`src/design/pvld_pkg.sv`:
```
package pvld_pkg;

  // Group header codes as they appear on the byte stream
  localparam logic [7:0] HDR_ONE     = 8'h01;
  localparam logic [7:0] HDR_TWO     = 8'h02;
  localparam logic [7:0] HDR_PAIRMAP = 8'h03;
  localparam logic [7:0] HDR_FOUR    = 8'h04;
  localparam logic [7:0] HDR_PIXMAP  = 8'h06;
  localparam logic [7:0] HDR_EIGHT   = 8'h08;
  localparam logic [7:0] HDR_SIXTEEN = 8'h10;

  // Pixels in one group, and width of a run length (1..16)
  localparam int GROUP_PIXELS = 16;
  localparam int RUN_W        = 5;

  // Parser state: waiting for a header, or inside a group of some format
  typedef enum logic [2:0] {
    FMT_HEADER,
    FMT_ONE,
    FMT_TWO,
    FMT_FOUR,
    FMT_EIGHT,
    FMT_SIXTEEN,
    FMT_PAIRMAP,
    FMT_PIXMAP
  } fmt_t;

  // One pixel run for the back end. A flat colour run uses map = 0 and
  // colour_zero. Bit k of the map (MSB first) picks colour_one for pixel k,
  // or for pixels 2k and 2k+1 when pair is set.
  typedef struct packed {
    logic [7:0]       colour_zero;
    logic [7:0]       colour_one;
    logic [7:0]       map;
    logic             pair;
    logic [RUN_W-1:0] count;
    logic             line_done;
  } cmd_t;

endpackage

```
`src/design/pvld_in_if.sv`:
```
interface pvld_in_if;
  logic       valid;
  logic       ready;
  logic [7:0] data_byte;
  logic       line_start;

  modport source (output valid, data_byte, line_start, input ready);
  modport sink   (input valid, data_byte, line_start, output ready);
endinterface

```
`src/design/pvld_out_if.sv`:
```
interface pvld_out_if;
  logic       valid;
  logic       ready;
  logic [7:0] pixel;
  logic       run_last;
  logic       line_last;

  modport source (output valid, pixel, run_last, line_last, input ready);
  modport sink   (input valid, pixel, run_last, line_last, output ready);
endinterface

```
`src/design/pvld_front.sv`:
```
module pvld_front #(
  parameter int LINE_PIXELS = 768
) (
  input  logic          clk,
  input  logic          rst,
  input  logic          in_valid,
  output logic          in_ready,
  input  logic [7:0]    data_byte,
  input  logic          line_start,
  input  logic          q_full,
  output logic          q_push,
  output pvld_pkg::cmd_t q_cmd
);
  import pvld_pkg::*;

  localparam int PW = $clog2(LINE_PIXELS);
  localparam int RW = PW + 1;

  fmt_t          fmt, fmt_next;
  logic [2:0]    payload_index, payload_index_next;
  logic [7:0]    colour_zero, colour_zero_next;
  logic [7:0]    colour_one, colour_one_next;
  logic [PW-1:0] pixel_position, pixel_position_next;

  fmt_t          fmt_eff;
  logic [2:0]    idx_eff;
  logic [PW-1:0] pos_eff;
  logic [RUN_W-1:0] n;
  logic [7:0]    run_c0, run_map;
  logic          run_pair;
  logic [RW-1:0] remaining;
  logic          done;
  logic [RUN_W-1:0] emitted;
  logic          accept;

  assign in_ready = !q_full;
  assign accept   = in_valid && in_ready;

  // Start of line resynchronizes the parser before the byte is decoded
  always_comb begin
    fmt_eff = line_start ? FMT_HEADER : fmt;
    idx_eff = line_start ? 3'd0 : payload_index;
    pos_eff = line_start ? '0 : pixel_position;
  end

  // Classify the byte: state update and the pixel run it produces
  always_comb begin
    fmt_next           = fmt_eff;
    payload_index_next = idx_eff;
    colour_zero_next   = colour_zero;
    colour_one_next    = colour_one;
    n                  = '0;
    run_c0             = data_byte;
    run_map            = 8'h00;
    run_pair           = 1'b0;
    case (fmt_eff)
      FMT_HEADER: begin
        payload_index_next = 3'd0;
        case (data_byte)
          HDR_ONE:     fmt_next = FMT_ONE;
          HDR_TWO:     fmt_next = FMT_TWO;
          HDR_PAIRMAP: fmt_next = FMT_PAIRMAP;
          HDR_FOUR:    fmt_next = FMT_FOUR;
          HDR_PIXMAP:  fmt_next = FMT_PIXMAP;
          HDR_EIGHT:   fmt_next = FMT_EIGHT;
          HDR_SIXTEEN: fmt_next = FMT_SIXTEEN;
          default: begin
            // unknown header: a group of zero pixels
            n      = RUN_W'(GROUP_PIXELS);
            run_c0 = 8'h00;
          end
        endcase
      end
      FMT_PAIRMAP: begin
        if (idx_eff == 3'd0) begin
          colour_zero_next   = data_byte;
          payload_index_next = 3'd1;
        end else if (idx_eff == 3'd1) begin
          colour_one_next    = data_byte;
          payload_index_next = 3'd2;
        end else begin
          n        = RUN_W'(GROUP_PIXELS);
          run_c0   = colour_zero;
          run_map  = data_byte;
          run_pair = 1'b1;
        end
      end
      FMT_PIXMAP: begin
        logic [2:0] i;
        i = (idx_eff > 3'd5) ? 3'd0 : idx_eff;
        payload_index_next = i + 3'd1;
        if (i == 3'd0 || i == 3'd3) begin
          colour_zero_next = data_byte;
        end else if (i == 3'd1 || i == 3'd4) begin
          colour_one_next = data_byte;
        end else begin
          n       = RUN_W'(GROUP_PIXELS / 2);
          run_c0  = colour_zero;
          run_map = data_byte;
        end
      end
      FMT_ONE:     n = RUN_W'(16);
      FMT_TWO:     n = RUN_W'(8);
      FMT_FOUR:    n = RUN_W'(4);
      FMT_EIGHT:   n = RUN_W'(2);
      FMT_SIXTEEN: n = RUN_W'(1);
      default:     n = '0;
    endcase

    // Cut the run at the end of the line
    remaining = RW'(LINE_PIXELS) - RW'(pos_eff);
    done      = (RW'(n) >= remaining);
    emitted   = done ? remaining[RUN_W-1:0] : n;
    pixel_position_next = done ? '0 : (pos_eff + PW'(n));

    // Group closes on line end or a 16-pixel boundary
    if (n != '0 && (done || pixel_position_next[3:0] == 4'd0)) begin
      fmt_next           = FMT_HEADER;
      payload_index_next = 3'd0;
    end
  end

  always_comb begin
    q_push            = accept && (n != '0);
    q_cmd.colour_zero = run_c0;
    q_cmd.colour_one  = colour_one;
    q_cmd.map         = run_map;
    q_cmd.pair        = run_pair;
    q_cmd.count       = emitted;
    q_cmd.line_done   = done;
  end

  always_ff @(posedge clk) begin
    if (rst) begin
      fmt            <= FMT_HEADER;
      payload_index  <= 3'd0;
      colour_zero    <= 8'h00;
      colour_one     <= 8'h00;
      pixel_position <= '0;
    end else if (accept) begin
      fmt            <= fmt_next;
      payload_index  <= payload_index_next;
      colour_zero    <= colour_zero_next;
      colour_one     <= colour_one_next;
      pixel_position <= pixel_position_next;
    end
  end

endmodule

```
`src/design/pvld_queue.sv`:
```
module pvld_queue (
  input  logic           clk,
  input  logic           rst,
  input  logic           push,
  input  pvld_pkg::cmd_t push_cmd,
  output logic           full,
  input  logic           pop,
  output logic           empty,
  output pvld_pkg::cmd_t head
);
  import pvld_pkg::*;

  // Two-entry run queue
  cmd_t       entries [2];
  logic       wr_ptr;
  logic       rd_ptr;
  logic [1:0] fill;

  assign full  = (fill == 2'd2);
  assign empty = (fill == 2'd0);
  assign head  = entries[rd_ptr];

  always_ff @(posedge clk) begin
    if (push) begin
      entries[wr_ptr] <= push_cmd;
    end
  end

  always_ff @(posedge clk) begin
    if (rst) begin
      wr_ptr <= 1'b0;
      rd_ptr <= 1'b0;
      fill   <= 2'd0;
    end else begin
      if (push) begin
        wr_ptr <= !wr_ptr;
      end
      if (pop) begin
        rd_ptr <= !rd_ptr;
      end
      if (push && !pop) begin
        fill <= fill + 2'd1;
      end else if (pop && !push) begin
        fill <= fill - 2'd1;
      end
    end
  end

endmodule

```
`src/design/pvld_back.sv`:
```
module pvld_back (
  input  logic           clk,
  input  logic           rst,
  input  logic           q_empty,
  input  pvld_pkg::cmd_t q_head,
  output logic           q_pop,
  output logic           out_valid,
  input  logic           out_ready,
  output logic [7:0]     pixel,
  output logic           run_last,
  output logic           line_last
);
  import pvld_pkg::*;

  cmd_t       cur;
  logic       busy;
  logic [3:0] k;

  logic       advance;
  logic       last;
  logic [2:0] bit_idx;
  logic [7:0] pix_value;

  // Pixel k of the current run
  always_comb begin
    advance   = busy && (!out_valid || out_ready);
    last      = ({1'b0, k} + RUN_W'(1)) == cur.count;
    bit_idx   = cur.pair ? k[3:1] : k[2:0];
    pix_value = cur.map[3'd7 - bit_idx] ? cur.colour_one : cur.colour_zero;
    q_pop     = !q_empty && (!busy || (advance && last));
  end

  // Run sequencer
  always_ff @(posedge clk) begin
    if (rst) begin
      busy <= 1'b0;
      k    <= 4'd0;
    end else if (q_pop) begin
      busy <= 1'b1;
      k    <= 4'd0;
    end else if (advance) begin
      if (last) begin
        busy <= 1'b0;
        k    <= 4'd0;
      end else begin
        k <= k + 4'd1;
      end
    end
  end

  always_ff @(posedge clk) begin
    if (q_pop) begin
      cur <= q_head;
    end
  end

  // Output register
  always_ff @(posedge clk) begin
    if (rst) begin
      out_valid <= 1'b0;
    end else if (advance) begin
      out_valid <= 1'b1;
    end else if (out_ready) begin
      out_valid <= 1'b0;
    end
  end

  always_ff @(posedge clk) begin
    if (advance) begin
      pixel     <= pix_value;
      run_last  <= last;
      line_last <= last && cur.line_done;
    end
  end

endmodule

```
`src/design/packed_video_line_decoder_top.sv`:
```
// Packed video line decoder.
// in_ch carries one byte of the packed line per beat (data_byte) with
// line_start set on the first byte of a line. out_ch carries one decoded
// pixel index per beat; run_last marks the last pixel produced by an input
// byte and line_last marks pixel LINE_PIXELS-1 of the line.
// Bytes that finish no pixels (known headers, colour bytes) produce no beats.
// The first pixel of a byte passes the run queue, the current-run register
// of the pixel path and the output register on its way to out_ch.
// Throughput: the pixel path emits one pixel per cycle while out_ch takes
// them, and a byte yields 1 to 16 pixels. The parser takes one byte per
// cycle while the two-entry run queue between parser and pixel path has
// room.
// Reset (rst, synchronous) empties the queue and output register and puts
// the parser at pixel 0, waiting for a group header.
// When out_ch stalls, the output register holds its pixel, the pixel path
// stops, and in_ch drops ready once the run queue is full.
module packed_video_line_decoder_top #(
  parameter int LINE_PIXELS = 768
) (
  input logic        clk,
  input logic        rst,
  pvld_in_if.sink    in_ch,
  pvld_out_if.source out_ch
);
  import pvld_pkg::*;

  cmd_t q_cmd;
  cmd_t q_head;
  logic q_push;
  logic q_pop;
  logic q_full;
  logic q_empty;

  pvld_front #(
    .LINE_PIXELS(LINE_PIXELS)
  ) u_front (
    .clk        (clk),
    .rst        (rst),
    .in_valid   (in_ch.valid),
    .in_ready   (in_ch.ready),
    .data_byte  (in_ch.data_byte),
    .line_start (in_ch.line_start),
    .q_full     (q_full),
    .q_push     (q_push),
    .q_cmd      (q_cmd)
  );

  pvld_queue u_queue (
    .clk      (clk),
    .rst      (rst),
    .push     (q_push),
    .push_cmd (q_cmd),
    .full     (q_full),
    .pop      (q_pop),
    .empty    (q_empty),
    .head     (q_head)
  );

  pvld_back u_back (
    .clk       (clk),
    .rst       (rst),
    .q_empty   (q_empty),
    .q_head    (q_head),
    .q_pop     (q_pop),
    .out_valid (out_ch.valid),
    .out_ready (out_ch.ready),
    .pixel     (out_ch.pixel),
    .run_last  (out_ch.run_last),
    .line_last (out_ch.line_last)
  );

endmodule

```
`src/flat_wrapper.sv`:
```
// flat-port wrapper written by rule: the top's interface ports become plain ports
module packed_video_line_decoder_top_flat import pvld_pkg::*;
#(
  parameter int LINE_PIXELS = 768
)
  (clk, rst, in_ch_valid, in_ch_data_byte, in_ch_line_start, in_ch_ready, out_ch_valid, out_ch_pixel, out_ch_run_last, out_ch_line_last, out_ch_ready);
  pvld_in_if in_ch_i ();
  pvld_out_if out_ch_i ();
  input logic clk;
  input logic rst;
  input wire logic [$bits(in_ch_i.valid)-1:0] in_ch_valid;
  input wire logic [$bits(in_ch_i.data_byte)-1:0] in_ch_data_byte;
  input wire logic [$bits(in_ch_i.line_start)-1:0] in_ch_line_start;
  output wire logic [$bits(in_ch_i.ready)-1:0] in_ch_ready;
  output wire logic [$bits(out_ch_i.valid)-1:0] out_ch_valid;
  output wire logic [$bits(out_ch_i.pixel)-1:0] out_ch_pixel;
  output wire logic [$bits(out_ch_i.run_last)-1:0] out_ch_run_last;
  output wire logic [$bits(out_ch_i.line_last)-1:0] out_ch_line_last;
  input wire logic [$bits(out_ch_i.ready)-1:0] out_ch_ready;
  assign in_ch_i.valid = in_ch_valid;
  assign in_ch_i.data_byte = in_ch_data_byte;
  assign in_ch_i.line_start = in_ch_line_start;
  assign in_ch_ready = in_ch_i.ready;
  assign out_ch_valid = out_ch_i.valid;
  assign out_ch_pixel = out_ch_i.pixel;
  assign out_ch_run_last = out_ch_i.run_last;
  assign out_ch_line_last = out_ch_i.line_last;
  assign out_ch_i.ready = out_ch_ready;
  packed_video_line_decoder_top #(.LINE_PIXELS(LINE_PIXELS)) u_core (.clk(clk), .rst(rst), .in_ch(in_ch_i), .out_ch(out_ch_i));
endmodule
```
`config.mk`:
```
export PLATFORM = sky130hd
export DESIGN_NAME = packed_video_line_decoder_top_flat
export DESIGN_NICKNAME = d
export VERILOG_FILES = /design/src/design/pvld_pkg.sv /design/src/design/pvld_in_if.sv /design/src/design/pvld_out_if.sv /design/src/design/pvld_front.sv /design/src/design/pvld_queue.sv /design/src/design/pvld_back.sv /design/src/design/packed_video_line_decoder_top.sv /design/src/flat_wrapper.sv
export SDC_FILE = /design/constraint.sdc
export NUM_CORES = 1
export LEC_CHECK = 0
export BUFFER_PORTS_ARGS = -buffer_cell sky130_fd_sc_hd__buf_2
export CAP_MARGIN = 10
export CELL_PAD_IN_SITES_DETAIL_PLACEMENT = 1
export CELL_PAD_IN_SITES_GLOBAL_PLACEMENT = 1
export CORE_MARGIN = 2
export CORE_UTILIZATION = 53
export CTS_CLUSTER_DIAMETER = 40
export DETAILED_ROUTE_END_ITERATION = 10
export PLACE_DENSITY = 0.84
export SYNTH_ARGS = -nofsm -noshare
export SYNTH_HDL_FRONTEND = slang
export SYNTH_HIERARCHICAL = 1
export SYNTH_SLANG_ARGS = --single-unit
export TNS_END_PERCENT = 5
```
`constraint.sdc`:
```
create_clock -name clk -period 6.1 [get_ports clk]
set_clock_uncertainty 0.1 [all_clocks]
set_input_delay 0.61 -clock clk [delete_from_list [all_inputs] [get_ports clk]]
set_output_delay 0.61 -clock clk [all_outputs]
set_load 0.05 [all_outputs]
```
* After elaboration in Yosys (flattened, before gate mapping)
Memories as Yosys holds them, arrays and structs flattened. A register that Yosys moved wholly into a read port is not among the register bits. Cells that the tools add are included.
Cells by class: add/sub/neg operators 8, order comparisons 3, eq/ne operators 26, muxes and demuxes 55, reduce and logical (&&, ||, !) cells 38
Operators by type and width (count):
- 2-to-1 mux 8 bit | 16
- case mux 8 bit (2 select lines) | 3
- case mux 5 bit (8 select lines) | 1
- 2-to-1 mux 3 bit | 9
- case mux 8 bit (3 select lines) | 1
- case mux 3 bit (7 select lines) | 1
- 2-to-1 mux 10 bit | 2
- 2-to-1 mux 5 bit | 4
- == test 8 x 2 -> 1 bit, second input constant | 2
- == test 8 x 3 -> 1 bit, second input constant | 2
- == test 3 bit, second input constant | 5
- 2-to-1 mux 4 bit | 3
- inequality test 2 bit, second input constant | 6
- >= comparator 5 x 11 -> 1 bit | 1
- 2-to-1 mux 1 bit | 11
- subtractor 10 x 10 -> 11 bit, first input constant | 1
- adder 10 x 5 -> 10 bit | 1
- nonzero test 2 bit | 5
- == test 3 x 1 -> 1 bit, second input constant | 3
- == test 3 x 2 -> 1 bit, second input constant | 3
- logical AND 1 bit | 9
- zero test 3 bit | 3
- case mux 3 bit (3 select lines) | 1
- == test 8 x 1 -> 1 bit, second input constant | 1
- other kinds (24) | 36
Word-level totals: flip-flop bits (word level) 52, bits in writable memories 62, bits of input ports 13, memories kept 1
Memories:
- u_core.u_queue.entries | depth 2, bits a word 31, read ports 1, clocked after Yosys merged registers in 1, write ports 1, RTL line pvld_queue.sv:14 | cmd_t entries [2];

* Longest topological paths before layout
Gate-level depths: netlist of the first run.
depth in word-level cells 14, depth in mapped cells 14, depth with buffers taken out 12

* Cells and area by module
Netlist of the first run, hierarchy kept.
By module, submodules not included:
- pvld_front | instances 1, cells each 342, area each 2661.3 um2, sequential area each 640.6 um2
- pvld_queue | instances 1, cells each 118, area each 2433.6 um2, sequential area each 1961.9 um2
- pvld_back | instances 1, cells each 119, area each 1915.6 um2, sequential area each 1351.3 um2

* Worst setup path after synthesis of the first run
OpenSTA, ideal clock, no wires.
path type reg2reg, from reg u_core.u_back.k[0], to reg u_core.u_queue.fill[1], data arrival time 3902 ps, setup slack 2029 ps, cell stages (with the launch flop) 12, buffers on the path 0, clock period less this slack 4071 ps, cells stage by stage dfxtp_1 ha_1 nand4b_1 o21ai_0 a22oi_1 nor3_2 nand2_1 a21oi_1 inv_1 ha_1 or3_1 a21oi_1
Between the ends: cells in the longest elaborated chain, start to end 8, elaborated cells between the ends (all ways) 10, those cells by class 1 x add/sub; 1 x eq/ne; 1 x mux; 7 x reduce/logical
RTL lines:
- from (decl) | RTL line pvld_back.sv:17 | logic [3:0] k;
- from (signal assigned) | RTL line pvld_back.sv:46 | k <= k + 4'd1;
- adder 4 x 1 -> 5 bit (*) | RTL line pvld_back.sv:27 | last = ({1'b0, k} + RUN_W'(1)) == cur.count;
- == test 5 bit (*) | RTL line pvld_back.sv:27
- via u_core.u_back.last | RTL line pvld_back.sv:20 | logic last;
- logical AND 1 bit (*) | RTL line pvld_back.sv:30 | q_pop = !q_empty && (!busy || (advance && last));
- logical OR 1 bit (*) | RTL line pvld_back.sv:30
- logical AND 1 bit (*) | RTL line pvld_back.sv:30
- via u_core.q_pop | RTL line packed_video_line_decoder_top.sv:30 | logic q_pop;
- zero test 1 bit | RTL line pvld_queue.sv:41 | if (push && !pop) begin
- logical AND 1 bit | RTL line pvld_queue.sv:41
- 2-to-1 mux 2 bit / nonzero test 2 bit (equally long branches)
- to (signal assigned) | RTL line pvld_queue.sv:42 | fill <= fill + 2'd1;
- to (signal assigned) | RTL line pvld_queue.sv:44 | fill <= fill - 2'd1;
- to (decl) | RTL line pvld_queue.sv:17 | logic [1:0] fill;
The timed path passes the listed nets; every way through them passes the cells marked *. A chain may end at the register's enable or synchronous reset.

* Worst setup path in the final report of the first run
Same ends and word-level chain as after synthesis.

==> metrics.md, run 1 <==
| Metric | Value |
|---|---|
| Routed len/inst | about 21 um |
| Period minus WS final | 4.21 ns |
| Global-route wire length before repair | roughly 27000 um |
| P per Cell Area | roughly 400 nW/um^2 |
| Number of antenna diodes | 0 |
| Yosys warns | 6 |
| Antenna viol nets, final | 0 |
| CP endpoint kind | register |
| CP startpoint | u_core/u_back/k[0] |
| Psw | 0.000940 W |
| CTS tree | built |
| RR Startpoint | u_core/u_back/k[0] |
| IO buf count | 24 |
| Die Area | around 14000 um^2 |
| Unique masters post-synth | 74 |
| Pin count of the biggest net entering global routing | 45 |
| Wirelength, routed | roughly 17000 um |
| FP Rows | 42 |
| GP Congestion | about 0.87 |
| Area Growth Syn to Fin | 11.1% |
| DRC viols | 0 |
| Leakage | roughly 2.8 nW |
| Data required, critical path | 6.35 ns |
| Storage element area | between 3000 and 4000 um^2 |
| Most used cell, CP | ha_1 |
| Clock Sinks | 146 |
| Seq pwr share | 46.1% |
| Critical path type | register to register |
| Max Cap Viol | 0 |
| Max incr delay on CP | roughly 0.92 ns |
| Worst hold start | u_core/u_front/colour_one[5] |
| Worst Path Buf+Inv | 1 |
| CTS Hold Buffers Added | 0 |
| Initial DRC count | 344 |
| CTS root buffer | clkbuf_16 |
| Starting Density | a little over half |
| Post-Synthesis Cell Area | ~7000 um^2 |
| Io pins | 25 |
| Setup violations, final | 0 |
| CP Launch Type | register |
| Tot GR Track Use | 24.7% |
| CP delay by family, top | compound AO/OA/AOI/OAI gates |
| Final hold vios | 0 |
| Layout Nets | about 630 |
| Commonest cells in the netlist | 103 x edfxtp_1, 55 x nor2_1, 43 x dfxtp_1, 41 x mux2_2, 32 x nand2_1 |
| Crit-path slowest cell | a21oi_4 |
| Actual slew at the worst max-slew pin | around 1.2 ns |
| Syn Nets | roughly 610 |
| Longest Clk Path Bufs | 2 |
| Clock share of power | 31.0% |
| Final slew viol count | 0 |
| Worst Path Arrival | about 4.5 ns |
| Initial antenna violation count | 0 |
| Die Y | 119 um |
| Global route overflow | 0 |
| Post-synthesis cell count | roughly 580 |
| Vias in the first global route | 5073 |
| Synth area leader | edfxtp_1 |
| Layout cells sized above 1 | between 10% and 20% |
| Setup Fix Bufs, Post-CTS | 0 |
| Pre-antenna DRT Iters | 5 |
| Setup TNS Final | 0 ns |
| Worst Path Max Fanout | 33 |
| Vias | roughly 4600 |
| Area of the multi-input gates | 2860 um^2 |
| Status | finished, final reports clean |
| H-tree Lvls | 4 |
| Clock Pin Slew Worst Setup and Hold Paths | around 0.060 ns |
| RSZ-0062 raised after global routing | no |
| Achievable frequency | between 200 and 250 MHz |
| Hold crit path type | register to register |
| Most common cell in the synthesized netlist | edfxtp_1 |
| Avg Cell Area, Syn | approximately 12 um^2 |
| Core Box Area | about 13000 um^2 |
| Fillers | ~1300 |
| Post-synth top flop | edfxtp_1 |
| Top cells by area, synth | edfxtp_1 44%, dfxtp_1 12%, mux2_2 6.6% |
| Placed cell areas | 7240 um^2 |
| Fraction of registers with async set/reset | 0% |
| Worst skew pair latency | 0.43 ns |
| Fin crit share | between 60 and 70% |
| Synth Register Bits | about 150 |
| Peak VDD IR | ~0.25 mV |
| Tot Pwr | roughly 0.0031 W |
| Combinational power share | between 20% and 30% |
| HPWL after DPL | ~11000 um |
| Inserted Clock Buffers | 17 |
| Finished layout cell area | 7790 um^2 |
| Cell Int Power | roughly 0.0022 W |
| Post-CTS sizing | 0 |
| Die width | ~120 um |
| Switching share of power | a little under a third |
| Seq/Total Area, Yosys | around 56% |
| DR vias/cell | a little under 6 |
| Yosys top cell area share | between 40 and 50% |
| Post-synth EDFFs | 103 |
| Relative slew slack | a little under a quarter |
| Critical-path cell list | ha_1 > nand4b_1 > o21ai_0 > a22oi_1 > nor3_2 > nand2_1 > a21oi_4 > inv_1 > ha_1 > or3_1 > a21oi_1 |
==> per-layer routing <==
metal / wire [um] / GRT usage, % / share of wire (%) / up-vias
li1: - / - / - / 2202
met1: 6950 / 29.3 / 42 / 2306
met2: 8680 / 43.6 / 52 / 94
met3: 571 / 5.22 / 3.4 / 34
met4: 390 / 10.3 / 2.4 / 0
met5: 0 / 0 / 0 / -
==> state kept, by name, summed over array words and instances (netlist names), 2 cells and up, named ones only <==
name	flops
u_core/u_queue/entries	62
u_core/u_front/payload_index	3
u_core/u_front/colour_one	8
u_core/u_back/k	4
u_core/u_front/pixel_position	10
u_core/u_back/cur	31
u_core/u_front/fmt	3
u_core/u_queue/fill	2
u_core/u_back/pixel	8
u_core/u_front/colour_zero	8
==> worst register-to-register path, cell delays in order (launching register included) <==
cell and delay (ns):
dfxtp_1 0.68, ha_1 0.37, nand4b_1 0.13, o21ai_0 0.11, a22oi_1 0.13, nor3_2 0.49
nand2_1 0.19, a21oi_4 0.92, inv_1 0.15, ha_1 0.37, or3_1 0.36, a21oi_1 0.14
==> path summary, 6_finish.rpt <==
kind                                                 endpoint  slack (ns)  cells after the start
worst min-delay path            u_core/u_queue/entries[0][20]        0.36                      0
worst max-delay path                   u_core/u_queue/fill[1]        1.89                     11
worst min register to register  u_core/u_queue/entries[0][20]        0.36                      0
worst max register to register         u_core/u_queue/fill[1]        1.89                     11
==> cell families (layout without fill, tap and decap cells) <==
kind of cell | Yosys count | count (layout) | synth area share (%)
AO/OA/AOI/OAI | 107 | 107 | 11.7
flip-flops | 146 | 146 | 56.4
multiplexers | 66 | 66 | 10.2
adder cells (fa/ha/maj) | 17 | 17 | 3.14
buffers and inverters | 44 | 74 | 2.96
XOR/XNOR | 16 | 16 | 2.00
AND/OR/NAND/NOR | 183 | 183 | 13.5
==> power groups by stage <==
stage               clock, W  sequential, W  combinational (W)
floorplan                  0        0.00151           0.000456
global placement           0        0.00143           0.000668
detailed placement         0        0.00145           0.000710
CTS                 0.000984        0.00144           0.000715
global route         0.00102        0.00145           0.000756
finish              0.000965        0.00143           0.000711
==> metrics by stage <==
stage          cells  setup WS (ns)  hold slack (ns)  utilization, %
2_1_floorplan    579           2.03            0.325               -
3_3_place_gp     753           1.93            0.336            55.4
3_5_place_dp     753           1.62            0.345            55.4
4_1_cts          785           1.89            0.360            59.5
5_1_grt          785           1.61            0.386            59.5
6_report         785           1.89            0.360            59.5
==> area by class of cell <==
cell class / instances / share of cell area [%]
clock buffer: 20 / 5.61
clock inverter: 12 / 1.41
inverter: 13 / 0.626
multi-input combinational: 389 / 36.7
sequential: 146 / 50.8
tap: 176 / 2.83
timing repair buffer: 29 / 2.02
==> cells in the final DEF, fill, tap and decap left out, types with 17 or more instances in the layout <==
master	count
clkbuf_16	17
a21oi_1	21
nand2_1	32
nor2_1	55
mux2i_1	24
edfxtp_1	103
mux2_2	41
dfxtp_1	43
nor2b_1	23
buf_2	24
Power figures use the tool's default switching activity.
==> inputs of run 2 (changes only) <==
--- a/config.mk
+++ b/config.mk
@@ -5,15 +5,16 @@
 export SDC_FILE = /design/constraint.sdc
 export NUM_CORES = 1
 export LEC_CHECK = 0
+export ABC_AREA = 1
 export BUFFER_PORTS_ARGS = -buffer_cell sky130_fd_sc_hd__buf_2
 export CAP_MARGIN = 10
 export CELL_PAD_IN_SITES_DETAIL_PLACEMENT = 1
 export CELL_PAD_IN_SITES_GLOBAL_PLACEMENT = 1
 export CORE_MARGIN = 2
-export CORE_UTILIZATION = 53
+export CORE_UTILIZATION = 44
 export CTS_CLUSTER_DIAMETER = 40
 export DETAILED_ROUTE_END_ITERATION = 10
-export PLACE_DENSITY = 0.84
+export PLACE_DENSITY = 0.78
 export SYNTH_ARGS = -nofsm -noshare
 export SYNTH_HDL_FRONTEND = slang
 export SYNTH_HIERARCHICAL = 1
==> constraint.sdc (replaced) <==
create_clock -name clk -period 3.65 [get_ports clk]
set_clock_uncertainty 0.1 [all_clocks]
set_input_delay 0.365 -clock clk [delete_from_list [all_inputs] [get_ports clk]]
set_output_delay 0.365 -clock clk [all_outputs]
set_load 0.05 [all_outputs]
==> metrics.md, run 2 <==
| Metric | Value |
|---|---|
| Status | finished, final reports clean (unchanged) |
| Relative slew slack | 37.7% (was 23.0%) |
| CP endpoint kind | register (unchanged) |
| Synth area leader | edfxtp_1 (unchanged) |
| Setup Fix Bufs, Post-CTS | 0 (unchanged) |
| Peak VDD IR | 0.341 mV (was 0.249 mV) |
| Synth Register Bits | 146 (unchanged) |
| Io pins | 25 (unchanged) |
| IO buf count | 24 (unchanged) |
| Core Box Area | 15800 um^2 (was 13100 um^2) |
| Fraction of registers with async set/reset | 0% (unchanged) |
| Initial DRC count | 295 (was 344) |
| Starting Density | 44.6% (was 53.6%) |
| Post-synthesis cell count | 737 (was 579) |
| Met1 Use GR | 26.5% (was 29.3%) |
| Layout Nets | 799 (was 626) |
| Worst hold start | out_ch_ready (was u_core/u_front/colour_one[5]) |
| Critical path type | register to register (unchanged) |
| Die Y | 130 um (was 119 um) |
| Layout cells sized above 1 | 16.2% (was 19.7%) |
| Vias in the first global route | 5545 (was 5073) |
| Commonest non-fill, non-tap cell in the layout | nand2_1 (was edfxtp_1) |
| Leakage | 3.36 nW (was 2.85 nW) |
| Syn Nets | 767 (was 609) |
| HPWL after DPL | 12200 um (was 11200 um) |
| Global-route wire length before repair | 28000 um (was 26700 um) |
| Die width | 130 um (was 119 um) |
| Setup TNS Final | 0 ns (unchanged) |
| Finished layout cell area | 8030 um^2 (was 7790 um^2) |
| Reg2reg path depth | 18 (was 11) |
| Fin crit share | 87.4% (was 69.0%) |
| RR Startpoint | u_core/u_front/payload_index[1] (was u_core/u_back/k[0]) |
| Area Growth Syn to Fin | 14.2% (was 11.1%) |
| Post-Synthesis Cell Area | 7030 um^2 (was 7010 um^2) |
| Unique masters post-synth | 40 (was 74) |
| Setup violations, final | 0 (unchanged) |
| Core Util, Final | 50.9% (was 59.5%) |
| Seq/Total Area, Yosys | 56.2% (was 56.4%) |
| Top cells by area, synth | edfxtp_1 44%, dfxtp_1 12%, nand2_1 9.1% (was edfxtp_1 44%, dfxtp_1 12%, mux2_2 6.6%) |
| CTS root buffer | clkbuf_16 (unchanged) |
| Die Area | 17000 um^2 (was 14200 um^2) |
| M2 GR Usage | 38.7% (was 43.6%) |
| RSZ-0062 raised after global routing | no (unchanged) |
| Worst R2R End | u_core/u_front/pixel_position[8] (was u_core/u_queue/fill[1]) |
| Max reg flops | 62 (unchanged) |
| GR Layer Usage met3 | 4.07% (was 5.22%) |
| Clock Sinks | 146 (unchanged) |
| Commonest cells in the netlist | 170 x nand2_1, 103 x edfxtp_1, 85 x inv_1, 67 x nor2_1, 62 x nand3_1 (was 103 x edfxtp_1, 55 x nor2_1, 43 x dfxtp_1, 41 x mux2_2, 32 x nand2_1) |
| Vias | 5255 (was 4636) |
| Top Registers | u_core/u_queue/entries (62), u_core/u_back/cur (31), u_core/u_front/pixel_position (10) (unchanged) |
| Yosys top cell area share | 44.0% (was 44.1%) |
| Pre-antenna DRT Iters | 4 (was 5) |
| Worst skew pair latency | 0.43 ns (about the same) |
| Initial antenna violation count | 0 (unchanged) |
| Achievable frequency | 314 MHz (was 238 MHz) |
| Most common cell in the synthesized netlist | nand2_1 (was edfxtp_1) |
| CP Launch Type | register (unchanged) |
| Post-CTS sizing | 0 (unchanged) |
| Worst Path Arrival | 3.43 ns (was 4.46 ns) |
| Longest Clk Path Bufs | 2 (unchanged) |
| Placed cell areas | 7360 um^2 (was 7240 um^2) |
| DR vias/cell | 5.27 (was 5.91) |
| Post-synth top flop | edfxtp_1 (unchanged) |
| Number of antenna diodes | 0 (unchanged) |
| Final slew viol count | 0 (unchanged) |
| Min-Delay Path Depth | 4 (was 0) |
| P per Cell Area | 692 nW/um^2 (was 399 nW/um^2) |
| Tot Pwr | 0.00555 W (was 0.00311 W) |
| CTS Hold Buffers Added | 0 (unchanged) |
| Tot GR Track Use | 21.6% (was 24.7%) |
| CTS tree | built (unchanged) |
| Top reg by flops | u_core/u_queue/entries (unchanged) |
| H-tree Lvls | 4 (unchanged) |
| Routed len/inst | 17.3 um (was 21.1 um) |
| Wirelength, routed | 17300 um (was 16600 um) |
| Post-synth EDFFs | 103 (unchanged) |
| Hold crit path type | input port to register (was register to register) |
| Period minus WS final | 3.19 ns (was 4.21 ns) |
| Max Cap Viol | 0 (unchanged) |
| Yosys warns | 6 (unchanged) |
| R2R setup slack | 0.46 ns (was 1.89 ns) |
| Data required, critical path | 3.89 ns (was 6.35 ns) |
| Clock Pin Slew Worst Setup and Hold Paths | 0.06 ns (about the same) |
| Inserted Clock Buffers | 17 (unchanged) |
| FP Rows | 46 (was 42) |
| Worst Path Max Fanout | 15 (was 33) |
| Final hold vios | 0 (unchanged) |
| Busiest grt layer | met2 (unchanged) |
| Actual slew at the worst max-slew pin | 0.928 ns (was 1.15 ns) |
| Pin count of the biggest net entering global routing | 33 (was 45) |
| DRC viols | 0 (unchanged) |
| Hold EP | u_core/u_back/out_valid (was u_core/u_queue/entries[0][20]) |
| Antenna viol nets, final | 0 (unchanged) |
| GP Congestion | 0.891 (was 0.871) |
| Avg Cell Area, Syn | 9.54 um^2 (was 12.1 um^2) |
| Commonest cells after routing, fill and taps aside | 170 x nand2_1, 103 x edfxtp_1, 85 x inv_1, 66 x nor2_1, 62 x nand3_1 (was 103 x edfxtp_1, 55 x nor2_1, 43 x dfxtp_1, 41 x mux2_2, 32 x nand2_1) |
| Global route overflow | 0 (unchanged) |
## run 2: cell count changes after synthesis, moves of 8 or more
cell,before,now
nand2_1,32,170
inv_1,12,85
nand3_1,6,62
a21oi_1,22,52
mux2i_1,24,0
nor2b_1,24,0
and2_1,15,0
o21ai_0,12,26
nor2_1,55,67
clkbuf_1,15,4
nor3_1,15,4
mux2_2,41,31
or3_1,8,0
## run 2: how the worst max path moves through the flow
| stage | startpoint | endpoint | depth (start not counted) |
|---|---|---|---|
| CTS | u_core/u_front/payload_index[1] | u_core/u_front/pixel_position[8] | 18 |
| global route | u_core/u_front/payload_index[1] | u_core/u_front/pixel_position[8] | 18 |
| detailed placement | in_ch_line_start | u_core/u_front/pixel_position[8] | 20 |
| floorplan | u_core/u_queue/fill[1] | u_core/u_queue/entries[0][0] | 8 |
| global placement | in_ch_line_start | u_core/u_queue/entries[1][17] | 13 |
| finish | u_core/u_front/payload_index[1] | u_core/u_front/pixel_position[8] | 18 |
## run 2: through the flow
step           std cells  setup slack (ns)  hold slack (ns)
3_3_place_gp         966             0.462            0.337
5_1_grt              998             0.235            0.142
2_1_floorplan        737             0.261            0.326
4_1_cts              998             0.502            0.109
6_report             998             0.461            0.122
3_5_place_dp         966             0.296            0.355
## run 2: logic make-up after synthesis
group                    after synthesis  synth area share (%)
XOR/XNOR                               4                 0.498
buffers and inverters                109                  6.73
flip-flops                           146                  56.2
AO/OA/AOI/OAI                        101                  8.10
adder cells (fa/ha/maj)               17                  3.13
multiplexers                          31                  4.97
AND/OR/NAND/NOR                      329                  20.3
## run 2: worst max-delay path: stages (launching register included)
cell and delay (ns):
dfxtp_1 0.39, inv_1 0.12, nor2_1 0.36, nor2_1 0.13, a21oi_1 0.22, a31oi_1 0.15, inv_1 0.19, ha_1 0.26
nand2_1 0.07, inv_1 0.04, nand2_1 0.06, nand2_1 0.05, nand2_1 0.08, nor2_2 0.05, nand3_2 0.26, nand2_1 0.11
inv_2 0.16, nand3_1 0.12, a21oi_1 0.17
## run 2: power by group
part | internal [W] | switching (W) | total (W) | leakage, nW
combinational | 0.000371 | 0.000837 | 0.00121 | 1.70
sequential | 0.00224 | 0.000135 | 0.00237 | 1.33
clock | 0.00124 | 0.000734 | 0.00197 | 0.326
## run 2: layout make-up
class                           count  area (um^2)
Inverter                           91          342
Sequential cell                   146         3950
Fill cell                        1793         7740
Timing Repair Buffer               31          185
Clock buffer                       17          425
Clock inverter                     15          245
Multi-Input combinational cell    482         2610
Tap cell                          216          270
## run 2: metal layers
| layer | up-vias | part of all wire, % |
|---|---|---|
| met5 | - | 0 |
| met4 | 0 | 1.4 |
| met3 | 19 | 2.9 |
| met2 | 92 | 52 |
| met1 | 2594 | 44 |
| li1 | 2550 | - |
